$ cat src/rtl/ppc_pkg.sv
// Package for the PID position controller: widths, scaling constants,
// register indexes and the gain set type. No dependencies.
package ppc_pkg;

   // Encoder sample width used for scaling (8..16)
   localparam int SAMPLE_BITS = 12;
   localparam int RAW_W       = 12;   // width of the raw_position field
   localparam int RAW_EXT_W   = 16;   // raw reading widened to the largest sample width
   localparam int FULL_SCALE  = (1 << SAMPLE_BITS) - 1;
   localparam int TRAVEL_Q8   = 512000;

   localparam int POS_W   = 19;                    // microns, 8 fraction bits
   localparam int NUM_W   = SAMPLE_BITS + POS_W;   // scaled numerator
   localparam int FOLD_STEPS = (NUM_W + SAMPLE_BITS - 1) / SAMPLE_BITS;   // residue folds
   localparam int CNT_W   = $clog2(FOLD_STEPS + 1);

   localparam int ERR_W   = 21;
   localparam int DERIV_W = 22;
   localparam int SUM_W   = 40;
   localparam int SUM_LO_W = 20;                    // low slice of the integral
   localparam int GAIN_W  = 16;
   localparam int MUL_A_W = GAIN_W + 1;             // gain as a signed operand
   localparam int MUL_B_W = DERIV_W;                // widest signed operand
   localparam int PROD_W  = MUL_A_W + MUL_B_W;
   localparam int ACC_W   = 58;
   localparam int FRAC_W  = 16;                     // fraction bits of the product sum
   localparam int DRIVE_W = 12;
   localparam logic [DRIVE_W-1:0] DRIVE_MAX = '1;

   // Configuration port
   localparam int CSR_IDX_W  = 2;
   localparam int CSR_DATA_W = 16;
   localparam logic [CSR_IDX_W-1:0] CSR_GAIN_P = 2'd0;
   localparam logic [CSR_IDX_W-1:0] CSR_GAIN_I = 2'd1;
   localparam logic [CSR_IDX_W-1:0] CSR_GAIN_D = 2'd2;

   localparam logic [GAIN_W-1:0] GAIN_P_RESET = 16'd128;

   typedef struct packed {
      logic [GAIN_W-1:0] kp;
      logic [GAIN_W-1:0] ki;
      logic [GAIN_W-1:0] kd;
   } gain_set_type;

endpackage

$ cat src/rtl/ppc_channels.sv
// Request and response channel interfaces for the PID position controller.
// Depends on ppc_pkg for field widths.
interface ppc_req_if;
   logic                        valid;
   logic                        ready;
   logic [ppc_pkg::RAW_W-1:0]   raw_position;
   logic [ppc_pkg::POS_W-1:0]   target_position;

   modport source (output valid, output raw_position, output target_position, input ready);
   modport sink   (input valid, input raw_position, input target_position, output ready);
endinterface

interface ppc_rsp_if;
   logic                        valid;
   logic                        ready;
   logic [ppc_pkg::DRIVE_W-1:0] drive_value;
   logic [ppc_pkg::POS_W-1:0]   measured_position;

   modport source (output valid, output drive_value, output measured_position, input ready);
   modport sink   (input valid, input drive_value, input measured_position, output ready);
endinterface

$ cat src/rtl/ppc_scaler.sv
// Encoder scaling: raw * 512000 / full scale, rounded. The full scale is
// 2^SAMPLE_BITS - 1, so the residue is folded one digit per cycle, then
// corrected once. Depends on ppc_pkg.
module ppc_scaler (
   input  logic                            clock,
   input  logic                            reset,
   input  logic                            start,
   input  logic [ppc_pkg::RAW_W-1:0]       raw_position,
   output logic                            done,
   output logic [ppc_pkg::POS_W-1:0]       position
);

   logic [ppc_pkg::RAW_EXT_W-1:0]   raw_ext;
   logic [ppc_pkg::NUM_W-1:0]       numer;
   logic [ppc_pkg::POS_W-1:0]       fold_hi;
   logic [ppc_pkg::SAMPLE_BITS-1:0] fold_lo;
   logic [ppc_pkg::NUM_W-1:0]       rest_ff, rest_in;
   logic [ppc_pkg::POS_W-1:0]       quo_ff, quo_in;
   logic [ppc_pkg::CNT_W-1:0]       cnt_ff, cnt_in;
   logic                            busy_ff, busy_in;
   logic                            done_ff, done_in;

   // Rounded numerator; the reading is masked to the sample width
   assign raw_ext = ppc_pkg::RAW_EXT_W'(raw_position);
   assign numer   = ppc_pkg::NUM_W'(raw_ext[ppc_pkg::SAMPLE_BITS-1:0])
                    * ppc_pkg::NUM_W'(ppc_pkg::TRAVEL_Q8)
                    + ppc_pkg::NUM_W'(ppc_pkg::FULL_SCALE / 2);

   // hi * 2^S + lo = hi * full scale + (hi + lo)
   assign fold_hi = rest_ff[ppc_pkg::NUM_W-1:ppc_pkg::SAMPLE_BITS];
   assign fold_lo = rest_ff[ppc_pkg::SAMPLE_BITS-1:0];

   always_comb begin
      rest_in = rest_ff;
      quo_in  = quo_ff;
      cnt_in  = cnt_ff;
      busy_in = busy_ff;
      done_in = 1'b0;
      if (start) begin
         rest_in = numer;
         quo_in  = '0;
         cnt_in  = ppc_pkg::CNT_W'(ppc_pkg::FOLD_STEPS);
         busy_in = 1'b1;
      end else if (busy_ff) begin
         if (cnt_ff != '0) begin
            quo_in  = quo_ff + fold_hi;
            rest_in = ppc_pkg::NUM_W'(fold_hi) + ppc_pkg::NUM_W'(fold_lo);
            cnt_in  = cnt_ff - 1'b1;
         end else begin
            // residue is now at most the full scale
            if (rest_ff >= ppc_pkg::NUM_W'(ppc_pkg::FULL_SCALE)) begin
               quo_in = quo_ff + ppc_pkg::POS_W'(1);
            end
            busy_in = 1'b0;
            done_in = 1'b1;
         end
      end
   end

   always_ff @(posedge clock) begin
      if (reset) begin
         busy_ff <= 1'b0;
         done_ff <= 1'b0;
         cnt_ff  <= '0;
      end else begin
         busy_ff <= busy_in;
         done_ff <= done_in;
         cnt_ff  <= cnt_in;
      end
      rest_ff <= rest_in;
      quo_ff  <= quo_in;
   end

   assign done     = done_ff;
   assign position = quo_ff;

endmodule

$ cat src/rtl/ppc_mac.sv
// Shared multiply-accumulate unit: forms kp*e + kd*d + ki*i with one
// 17x22 multiplier over four passes, product registered. Depends on ppc_pkg.
module ppc_mac (
   input  logic                                clock,
   input  logic                                reset,
   input  logic                                start,
   input  ppc_pkg::gain_set_type               gains,
   input  logic signed [ppc_pkg::ERR_W-1:0]    error,
   input  logic signed [ppc_pkg::SUM_W-1:0]    integral,
   input  logic signed [ppc_pkg::DERIV_W-1:0]  deriv,
   output logic                                done,
   output logic signed [ppc_pkg::ACC_W-1:0]    acc
);

   typedef enum logic [2:0] {
      STEP_P, STEP_D, STEP_I_LO, STEP_I_HI, STEP_DRAIN
   } mac_step_type;

   mac_step_type                        step_ff, step_in;
   logic                                busy_ff, busy_in;
   logic                                done_ff, done_in;
   logic                                pvalid_ff, pvalid_in;
   logic                                pshift_ff, pshift_in;
   logic signed [ppc_pkg::PROD_W-1:0]   prod_ff, prod_in;
   logic signed [ppc_pkg::ACC_W-1:0]    acc_ff, acc_in;
   logic signed [ppc_pkg::MUL_A_W-1:0]  mul_a;
   logic signed [ppc_pkg::MUL_B_W-1:0]  mul_b;
   logic signed [ppc_pkg::ACC_W-1:0]    addend;

   // Operand select per pass; the integral is split into two 20-bit slices
   always_comb begin
      unique case (step_ff)
         STEP_P: begin
            mul_a = signed'({1'b0, gains.kp});
            mul_b = ppc_pkg::MUL_B_W'(error);
         end
         STEP_D: begin
            mul_a = signed'({1'b0, gains.kd});
            mul_b = deriv;
         end
         STEP_I_LO: begin
            mul_a = signed'({1'b0, gains.ki});
            mul_b = signed'(ppc_pkg::MUL_B_W'(integral[ppc_pkg::SUM_LO_W-1:0]));
         end
         STEP_I_HI: begin
            // high slice carries the sign
            mul_a = signed'({1'b0, gains.ki});
            mul_b = ppc_pkg::MUL_B_W'(signed'(integral[ppc_pkg::SUM_W-1:ppc_pkg::SUM_LO_W]));
         end
         default: begin
            mul_a = '0;
            mul_b = '0;
         end
      endcase
   end

   // Sign-extend the previous product, shift the high slice into place
   assign addend = pshift_ff ? (ppc_pkg::ACC_W'(prod_ff) <<< ppc_pkg::SUM_LO_W)
                             : ppc_pkg::ACC_W'(prod_ff);

   always_comb begin
      step_in   = step_ff;
      busy_in   = busy_ff;
      done_in   = 1'b0;
      pvalid_in = 1'b0;
      pshift_in = 1'b0;
      prod_in   = prod_ff;
      acc_in    = acc_ff;
      if (start) begin
         step_in = STEP_P;
         busy_in = 1'b1;
         acc_in  = '0;
      end else if (busy_ff) begin
         if (pvalid_ff) begin
            acc_in = acc_ff + addend;
         end
         if (step_ff == STEP_DRAIN) begin
            busy_in = 1'b0;
            done_in = 1'b1;
         end else begin
            prod_in   = mul_a * mul_b;
            pvalid_in = 1'b1;
            pshift_in = (step_ff == STEP_I_HI);
            step_in   = mac_step_type'(step_ff + 3'd1);
         end
      end
   end

   always_ff @(posedge clock) begin
      if (reset) begin
         step_ff   <= STEP_P;
         busy_ff   <= 1'b0;
         done_ff   <= 1'b0;
         pvalid_ff <= 1'b0;
         pshift_ff <= 1'b0;
      end else begin
         step_ff   <= step_in;
         busy_ff   <= busy_in;
         done_ff   <= done_in;
         pvalid_ff <= pvalid_in;
         pshift_ff <= pshift_in;
      end
      prod_ff <= prod_in;
      acc_ff  <= acc_in;
   end

   assign done = done_ff;
   assign acc  = acc_ff;

endmodule

$ cat src/rtl/pid_position_controller_unit.sv
// PID position controller top level: from request accept to response valid a
// request passes 3 fold steps and a correction in the scaler, the error update,
// the multiplier start, the multiplier passes and the output load. The next
// request is taken once the response has moved into the output register, where
// a finished response waits without holding off the next request.
// Synchronous active-high reset: gains to defaults, integral and last error to 0.
module pid_position_controller_unit (
   input  logic                                  clock,
   input  logic                                  reset,
   ppc_req_if.sink                               req_chan,
   ppc_rsp_if.source                             rsp_chan,
   input  logic                                  csr_write_enable,
   input  logic [ppc_pkg::CSR_IDX_W-1:0]         csr_index,
   input  logic [ppc_pkg::CSR_DATA_W-1:0]        csr_write_data
);

   typedef enum logic [2:0] {
      ST_IDLE, ST_SCALE, ST_CALC, ST_MAC, ST_HOLD
   } state_type;

   state_type                              state_ff;
   ppc_pkg::gain_set_type                  gains_ff;
   logic [ppc_pkg::POS_W-1:0]              target_ff;
   logic [ppc_pkg::POS_W-1:0]              pos_ff;
   logic signed [ppc_pkg::ERR_W-1:0]       err_ff, err_in;
   logic signed [ppc_pkg::ERR_W-1:0]       prev_err_ff;
   logic signed [ppc_pkg::SUM_W-1:0]       error_sum_ff, sum_in;
   logic signed [ppc_pkg::DERIV_W-1:0]     deriv_ff, deriv_in;
   logic                                   rsp_valid_ff;
   logic [ppc_pkg::DRIVE_W-1:0]            drive_ff, drive_in;
   logic [ppc_pkg::POS_W-1:0]              meas_ff;

   logic                                   req_fire;
   logic                                   slot_free;
   logic                                   rsp_load;
   logic                                   scl_done;
   logic [ppc_pkg::POS_W-1:0]              scl_pos;
   logic                                   mac_start;
   logic                                   mac_done;
   logic signed [ppc_pkg::ACC_W-1:0]       mac_acc;
   logic signed [ppc_pkg::SUM_W:0]         sum_wide;

   assign req_chan.ready = (state_ff == ST_IDLE);
   assign req_fire       = req_chan.valid && req_chan.ready;
   assign slot_free      = !rsp_valid_ff || rsp_chan.ready;
   assign mac_start      = (state_ff == ST_CALC);
   // a finished response moves into the output register
   assign rsp_load       = slot_free
                           && ((state_ff == ST_MAC && mac_done) || state_ff == ST_HOLD);

   ppc_scaler u_scaler (
      .clock        (clock),
      .reset        (reset),
      .start        (req_fire),
      .raw_position (req_chan.raw_position),
      .done         (scl_done),
      .position     (scl_pos)
   );

   ppc_mac u_mac (
      .clock    (clock),
      .reset    (reset),
      .start    (mac_start),
      .gains    (gains_ff),
      .error    (err_ff),
      .integral (error_sum_ff),
      .deriv    (deriv_ff),
      .done     (mac_done),
      .acc      (mac_acc)
   );

   // Error, saturating integral and derivative
   assign err_in   = signed'({2'b00, target_ff}) - signed'({2'b00, scl_pos});
   assign sum_wide = {error_sum_ff[ppc_pkg::SUM_W-1], error_sum_ff}
                     + (ppc_pkg::SUM_W+1)'(err_in);
   always_comb begin
      if (sum_wide[ppc_pkg::SUM_W] != sum_wide[ppc_pkg::SUM_W-1]) begin
         sum_in = {sum_wide[ppc_pkg::SUM_W], {(ppc_pkg::SUM_W-1){!sum_wide[ppc_pkg::SUM_W]}}};
      end else begin
         sum_in = sum_wide[ppc_pkg::SUM_W-1:0];
      end
   end
   assign deriv_in = {err_in[ppc_pkg::ERR_W-1], err_in}
                     - {prev_err_ff[ppc_pkg::ERR_W-1], prev_err_ff};

   // Output: drop fraction bits, clamp to 0..4095
   always_comb begin
      if (mac_acc[ppc_pkg::ACC_W-1]) begin
         drive_in = '0;
      end else if (|mac_acc[ppc_pkg::ACC_W-2:ppc_pkg::FRAC_W+ppc_pkg::DRIVE_W]) begin
         drive_in = ppc_pkg::DRIVE_MAX;
      end else begin
         drive_in = mac_acc[ppc_pkg::FRAC_W+ppc_pkg::DRIVE_W-1:ppc_pkg::FRAC_W];
      end
   end

   // Gain registers
   always_ff @(posedge clock) begin
      if (reset) begin
         gains_ff.kp <= ppc_pkg::GAIN_P_RESET;
         gains_ff.ki <= '0;
         gains_ff.kd <= '0;
      end else if (csr_write_enable) begin
         unique case (csr_index)
            ppc_pkg::CSR_GAIN_P: gains_ff.kp <= csr_write_data;
            ppc_pkg::CSR_GAIN_I: gains_ff.ki <= csr_write_data;
            ppc_pkg::CSR_GAIN_D: gains_ff.kd <= csr_write_data;
            default: ;
         endcase
      end
   end

   // Sequencer, loop state and response register
   always_ff @(posedge clock) begin
      if (reset) begin
         state_ff     <= ST_IDLE;
         error_sum_ff <= '0;
         prev_err_ff  <= '0;
         rsp_valid_ff <= 1'b0;
      end else begin
         if (rsp_load) begin
            rsp_valid_ff <= 1'b1;
         end else if (rsp_valid_ff && rsp_chan.ready) begin
            rsp_valid_ff <= 1'b0;
         end
         unique case (state_ff)
            ST_IDLE: begin
               if (req_fire) begin
                  target_ff <= req_chan.target_position;
                  state_ff  <= ST_SCALE;
               end
            end
            ST_SCALE: begin
               if (scl_done) begin
                  pos_ff       <= scl_pos;
                  err_ff       <= err_in;
                  error_sum_ff <= sum_in;
                  deriv_ff     <= deriv_in;
                  prev_err_ff  <= err_in;
                  state_ff     <= ST_CALC;
               end
            end
            ST_CALC: begin
               state_ff <= ST_MAC;
            end
            ST_MAC: begin
               if (mac_done) begin
                  if (slot_free) begin
                     drive_ff <= drive_in;
                     meas_ff  <= pos_ff;
                     state_ff <= ST_IDLE;
                  end else begin
                     state_ff <= ST_HOLD;
                  end
               end
            end
            ST_HOLD: begin
               // accumulator holds its value until the next start
               if (slot_free) begin
                  drive_ff <= drive_in;
                  meas_ff  <= pos_ff;
                  state_ff <= ST_IDLE;
               end
            end
            default: state_ff <= ST_IDLE;
         endcase
      end
   end

   assign rsp_chan.valid             = rsp_valid_ff;
   assign rsp_chan.drive_value       = drive_ff;
   assign rsp_chan.measured_position = meas_ff;

   // One request in flight at a time
   a_single_request: assert property (@(posedge clock) disable iff (reset)
      req_fire |=> !req_chan.ready)
      else $error("request accepted while another is in flight");

   // Unit completions line up with the sequencer
   a_scaler_done: assert property (@(posedge clock) disable iff (reset)
      scl_done |-> state_ff == ST_SCALE)
      else $error("scaler finished outside the scaling phase");

   a_mac_done: assert property (@(posedge clock) disable iff (reset)
      mac_done |-> state_ff == ST_MAC)
      else $error("multiply-accumulate finished outside its phase");

   // Loop state changes only on the error update
   a_sum_update: assert property (@(posedge clock) disable iff (reset)
      (!$past(reset) && !$stable(error_sum_ff)) |-> $past(state_ff == ST_SCALE && scl_done))
      else $error("integral changed outside the error update");

endmodule
$ cat src/flat_wrapper.sv
// flat-port wrapper written by rule: the top's interface ports become plain ports
module pid_position_controller_unit_flat 
  (clock, reset, csr_write_enable, csr_index, csr_write_data, req_chan_valid, req_chan_raw_position, req_chan_target_position, req_chan_ready, rsp_chan_valid, rsp_chan_drive_value, rsp_chan_measured_position, rsp_chan_ready);
  ppc_req_if req_chan_i ();
  ppc_rsp_if rsp_chan_i ();
  input  logic clock;
  input  logic reset;
  input  logic csr_write_enable;
  input  logic [ppc_pkg::CSR_IDX_W-1:0] csr_index;
  input  logic [ppc_pkg::CSR_DATA_W-1:0] csr_write_data;
  input wire logic [$bits(req_chan_i.valid)-1:0] req_chan_valid;
  input wire logic [$bits(req_chan_i.raw_position)-1:0] req_chan_raw_position;
  input wire logic [$bits(req_chan_i.target_position)-1:0] req_chan_target_position;
  output wire logic [$bits(req_chan_i.ready)-1:0] req_chan_ready;
  output wire logic [$bits(rsp_chan_i.valid)-1:0] rsp_chan_valid;
  output wire logic [$bits(rsp_chan_i.drive_value)-1:0] rsp_chan_drive_value;
  output wire logic [$bits(rsp_chan_i.measured_position)-1:0] rsp_chan_measured_position;
  input wire logic [$bits(rsp_chan_i.ready)-1:0] rsp_chan_ready;
  assign req_chan_i.valid = req_chan_valid;
  assign req_chan_i.raw_position = req_chan_raw_position;
  assign req_chan_i.target_position = req_chan_target_position;
  assign req_chan_ready = req_chan_i.ready;
  assign rsp_chan_valid = rsp_chan_i.valid;
  assign rsp_chan_drive_value = rsp_chan_i.drive_value;
  assign rsp_chan_measured_position = rsp_chan_i.measured_position;
  assign rsp_chan_i.ready = rsp_chan_ready;
  pid_position_controller_unit u_core (.clock(clock), .reset(reset), .req_chan(req_chan_i), .rsp_chan(rsp_chan_i), .csr_write_enable(csr_write_enable), .csr_index(csr_index), .csr_write_data(csr_write_data));
endmodule
$ cat config.mk
export PLATFORM = sky130hd
export DESIGN_NAME = pid_position_controller_unit_flat
export DESIGN_NICKNAME = d
export VERILOG_FILES = /design/src/rtl/ppc_pkg.sv /design/src/rtl/ppc_channels.sv /design/src/rtl/ppc_scaler.sv /design/src/rtl/ppc_mac.sv /design/src/rtl/pid_position_controller_unit.sv /design/src/flat_wrapper.sv
export SDC_FILE = /design/constraint.sdc
export NUM_CORES = 2
export LEC_CHECK = 0
export BUFFER_PORTS_ARGS = -buffer_cell sky130_fd_sc_hd__buf_4
export CAP_MARGIN = 20
export CORE_MARGIN = 5
export CORE_UTILIZATION = 55
export DETAILED_ROUTE_END_ITERATION = 8
export PLACE_DENSITY = 0.8
export SLEW_MARGIN = 15
export SYNTH_ARGS = -nofsm -noshare
export SYNTH_HDL_FRONTEND = slang
export SYNTH_SLANG_ARGS = --single-unit
$ cat constraint.sdc
create_clock -name clock -period 9.3 [get_ports clock]
set_clock_uncertainty 0.15 [all_clocks]
set_input_delay 1.86 -clock clock [delete_from_list [all_inputs] [get_ports clock]]
set_output_delay 1.86 -clock clock [all_outputs]
set_load 0.02 [all_outputs]
# Yosys cells after proc, flatten, opt, wreduce, memory -nomap -nowiden
# Index checks and enable logic that the tools add are counted.
[totals]
regBits = 381
output_inout_bits = 33
[classes]
add_sub_neg = 10
mul = 2
magnitude_cmp = 1
n_eq_ne = 15
n_mux = 36
bitwise = 5
reduce_logical = 36
[ops]
columns = ["operator", "n"]
rows = [
  ["31-bit 2-to-1 mux", 3],
  ["22-bit case mux with 4 select lines", 1],
  ["19-bit 2-to-1 mux", 4],
  ["58-bit adder", 1],
  ["58-bit 2-to-1 mux", 1],
  ["12-bit 2-to-1 mux", 4],
  ["16-bit case mux with 3 select lines", 1],
  ["40-bit by 20-bit adder with 41-bit output", 1],
  ["40-bit 2-to-1 mux", 1],
  ["17-bit by 22-bit multiplier with 39-bit output", 1],
  ["19-bit case mux with 2 select lines", 1],
  ["31-bit by 11-bit adder with 31-bit output, second input constant", 1],
  ["31-bit by 12-bit >= comparator with 1-bit output, second input constant", 1],
  ["29-bit OR reduction", 1],
  ["12-bit case mux with 2 select lines", 1],
  ["20-bit by 20-bit subtractor with 21-bit output", 1],
  ["19-bit by 12-bit adder with 20-bit output", 1],
  ["19-bit by 19-bit subtractor with 20-bit output", 1],
  ["19-bit by 1-bit adder with 19-bit output, second input constant", 1],
  ["19-bit adder", 1],
  ["12-bit by 7-bit multiplier with 19-bit output, second input constant", 1],
  ["2-bit AND reduction", 8],
  ["3-bit 2-to-1 mux", 5],
  ["3-bit case mux with 5 select lines", 1],
  ["other kinds (24)", 62],
]

# Logic depth before layout (Yosys ltp)
[depth]
word_depth = 6
depth_mapped = 35
mapped_depth_nobuf = 32

# Modules after synthesis
# From an unflattened synthesis, not the netlist that was laid out.
[unflattened]
cells_unflattened = 4316
hier_area_um2 = 38386.8
[by_module_without_submodules]
columns = ["mod", "instances", "cells_each", "area_each_um2"]
rows = [
  ["ppc_mac", 1, 2488, 20789.9],
  ["pid_position_controller_unit", 1, 1223, 11980.2],
  ["ppc_scaler", 1, 605, 5616.6],
]

# Worst setup path after synthesis
# No wires, ideal clock.
[synth_path]
path_kind = "reg-to-reg"
from = "register u_core.u_mac.step_ff[0]"
to = "register u_core.u_mac.prod_ff[38] (netlist name) (data pin)"
setup_time_ps = 174
arrival_ps = 7738
slack_ps = 1237
path_stages_with_launch = 35
path_buffers = 4
synth_period_minus_slack_ps = 8063
path_cell_list = "dfxtp_1 > inv_1 > ha_1 > nor2b_1 > clkbuf_1 > or2_1 > clkbuf_1 > clkbuf_1 > nand2_1 > nand2_1 > clkbuf_1 > nand2_1 > fa_1 > inv_1 > fa_1 > inv_1 > fa_1 > inv_1 > fa_1 > fa_1 > inv_1 > fa_1 > inv_1 > ha_1 > and4_1 > nand3_1 > a211oi_1 > o21ai_1 > a31o_2 > a211oi_1 > o311ai_1 > a21boi_0 > o21a_1 > nor4_1 > a311oi_1"
[synth_between]
elab_chain_len = 4
[synth_rtl]
columns = ["element", "line_no", "text"]
rows = [
  ["from (decl)", "ppc_mac.sv:19", "mac_step_type step_ff, step_in;"],
  ["from (signal assigned)", "ppc_mac.sv:97", "step_ff <= step_in;"],
  ["3-bit by 2-bit equality test with 1-bit output", "ppc_mac.sv:32", "unique case (step_ff)"],
  ["2-bit OR reduction (no source line)", "-", ""],
  ["16-bit case mux with 3 select lines", "ppc_mac.sv:32", ""],
  ["17-bit by 22-bit multiplier with 39-bit output (*)", "ppc_mac.sv:81", "prod_in = mul_a * mul_b;"],
  ["to (signal assigned)", "ppc_mac.sv:103", "prod_ff <= prod_in;"],
  ["to (decl)", "ppc_mac.sv:24", "logic signed [ppc_pkg::PROD_W-1:0] prod_ff, prod_in;"],
]
# Mark *: on every way between the ends. The rest lies on a longest branch, timed or not.
# A chain may end at the register's enable or synchronous reset.

# Worst setup path in the final report
[layout_path]
from = "register u_core.u_mac.step_ff[2]"
to = "register u_core.u_mac.prod_ff[38] (netlist name) (data pin)"
# The elaborated chain is that of the path after synthesis.

==> results.yml <==
clock_tree:
  htree_levels: 2
  cts_tree: "built"
  cts_buffers: 43
  post_cts_buffers: 0
  clk_pin_slew_ns: 0.07
  hold_buffers: 0
  clockRootBuffer: "clkbuf_16"
  clock_path_buffers: 3
  insertion_delay_ns: 0.60
  post_cts_resized: 0
  cts_sinks: 380
place:
  dpl_cell_area_mm2: 0.03894
  place_hpwl_um: 74510
  gp_congestion: 0.9742
  portBuffers: 86
setup_path:
  cp.required_ns: 9.57
  cp-end-kind: "flip-flop"
  slowest_stage: "a221oi_1"
  cp-start-kind: "flip-flop"
  path_max_fanout: 22
  cp.arrival_ns: 8.85
  crit_path_frequent_cell: "fa_1"
  worstSetupPathType: "reg2reg"
  worst_path_largest_cell_delay_ns: 0.58
  critical_path_buf_inv_count: 5
  cp_top_family: "adder cells"
global_routing:
  antenna_found_initial: 0
  overflow: 0
  grt_pass1_wl_um: 153900
  grt_usage: 0.2551
  grt_max_degree: 72
  grt_pass1_vias: 29855
floorplan:
  die_y_um: 270.6
  die_w_um: 270.6
  die_area_mm2: 0.07324
  initial_utilization: 0.5553
  ios: 87
  core.rowCount: 95
  fp.coreArea_mm2: 0.06728
layout:
  drive_above_1_share: 0.08365
  nFillCells: 5619
  diodes: 0
  design_area_mm2: 0.04041
  fin_nets: 4948
  synthToLayoutAreaGrowth_pct: 8.172
synthesis:
  synth.most_common_cell: "nand2_1"
  ys_ff_latch: 380
  async_reset_ff_frac: 0
  synth_area_leader_cell: "fa_1"
  yosysSeqAreaShare: 0.2519
  yosysWarnings: 0
  syn_area_mm2: 0.03736
  syn_nets: 4930
  synth-edff-count: 180
  synthDistinctLibCells: 81
  avgSynthCellArea_um2: 8.940
  synthTopCellsByCount: "nand2_1, inv_1, fa_1"
  yosys_most_used_dff: "dfxtp_1"
  yosysTopAreaCellShare: 0.2052
  synthCells: 4179
  synth_area_leaders: "fa_1, edfxtp_1, dfxtp_1, ha_1, nand2_1"
timing:
  rsz0062_at_grt: "false"
  finalCritPeriodShare: 0.9227
  max_freq_mhz: 116.5
  setup_viol: 0
  worstMarginPinSlew_ns: 1.137
  max_slew_margin: 0.2396
  slew_violations: 0
  min_period_ns: 8.581
  fin_tns_setup_ns: 0
  hold_viol: 0
outcome:
  status: "finished clean"
min_path:
  hold_class: "reg2reg"
detailed_routing:
  vias: 29206
  ant_nets: 0
  firstDrtPassIters: 5
  viasPerCell: 5.721
  drtIter0Drc: 2109
  wl_um: 93650
  drc: 0
  post_drt_wl_per_cell_um: 18.34
flow_run:
  maxCapViolCount: 0
power_and_ir_drop:
  power_density_mw_per_mm2: 164.7
  vdd_ir_drop_max_v: 0.0001712
  power_uw: 6654
  power.leakage_uw: 0.01823
==> worst reg2reg max path: cells and delay by family (launching register included) <==
kind / cells / cell delay (ns)
flops: 1 / 0.51
compound gates: 10 / 2.88
fa+ha+maj: 8 / 3.97
simple gates: 4 / 0.57
buf+inv: 5 / 0.31
==> final cells by class <==
class,instances,area [µm²],area share
multi-input cells,3057,25230,0.6244
flip-flops and latches,380,9410,0.2329
inverters,571,2143,0.05304
clock buffers,55,1202,0.02975
repair buffers,144,1101,0.02725
well taps,873,1092,0.02703
clock inverters,25,230.2,0.005697
==> through the flow <==
| step | hold WS, ns | std cells | utilization | setup WS, ns |
|---|---|---|---|---|
| finish | 0.2705 | 5105 | 0.6007 | 0.7189 |
| CTS | 0.2711 | 5103 | 0.6002 | 0.7704 |
| floorplan | 0.2503 | 4179 | - | 1.237 |
| global placement | 0.2528 | 5022 | 0.5788 | 0.9096 |
| detailed placement | 0.2565 | 5023 | 0.5789 | 0.7633 |
| global route | 0.2758 | 5105 | 0.6007 | 0.2070 |
==> placed cells by master, fill, tap and decap left out, drive strengths merged, types with 21 or more instances in the layout <==
master  Yosys  final
nand4      21     21
a221o      24     24
xnor2     118    118
fa        383    383
o21ai     121    121
buf        19    144
nand3      47     47
clkbuf    152     55
nand2b     27     27
edfxtp    180    180
nor3       77     77
a221oi     22     22
ha        314    314
nand2     602    602
dfxtp     200    200
xor2       71     71
a21oi     317    317
inv       571    580
nor2b      67     67
o21bai     29     29
a211oi     66     66
a21o       95     95
nor2      322    322
maj3       38     38
==> kinds of logic after synthesis <==
| family | share of synthesized area |
|---|---|
| AO/OA/AOI/OAI | 0.1498 |
| XOR/XNOR | 0.04451 |
| adder cells (fa/ha/maj) | 0.3218 |
| buffers and inverters | 0.07566 |
| flip-flops | 0.2519 |
| multiplexers | 0.008440 |
| AND/OR/NAND/NOR | 0.1479 |
==> routing by layer <==
layer,global-route usage,up-vias,part of all wire
met2,0.4387,843,0.48
li1,-,13970,-
met3,0.03624,254,0.056
met1,0.3187,14139,0.41
met4,0.1198,0,0.055
met5,0,-,0
==> flip-flops by register name (all words and copies together) (netlist names), 2 cells and up <==
register	flops
u_core.error_sum_ff	40
u_core.target_ff	19
u_core.rsp_chan.measured_position	19
u_core.u_scaler.rest_ff	31
u_core.prev_err_ff	20
u_core.state_ff	3
u_core.u_mac.step_ff	3
u_core.gains_ff	48
u_core.u_mac.acc	58
u_core.u_mac.prod_ff	39
u_core.u_scaler.position	19
u_core.pos_ff	19
u_core.err_ff	20
u_core.deriv_ff	21
u_core.u_scaler.cnt_ff	2
u_core.rsp_chan.drive_value	12
==> report_power, final <==
| part | internal (µW) | leakage (µW) | switching [µW] |
|---|---|---|---|
| Sequential | 1960 | 0.00328 | 97.9 |
| Combinational | 1210 | 0.0142 | 1650 |
| Clock | 965 | 0.000708 | 774 |
| Total | 4130 | 0.0182 | 2520 |
==> path summary, 6_finish.rpt <==
path | slack [ns] | to | cells past startpoint | startpoint
worst max-delay path | 0.72 | u_core.u_mac.prod_ff[38] | 27 | u_core.u_mac.step_ff[2]
worst min-delay path | 0.27 | u_core.rsp_chan.measured_position[0] | 0 | u_core.pos_ff[0]
worst max register to register | 0.72 | u_core.u_mac.prod_ff[38] | 27 | u_core.u_mac.step_ff[2]
worst min register to register | 0.27 | u_core.rsp_chan.measured_position[0] | 0 | u_core.pos_ff[0]
(Power assumes the default switching activity.)
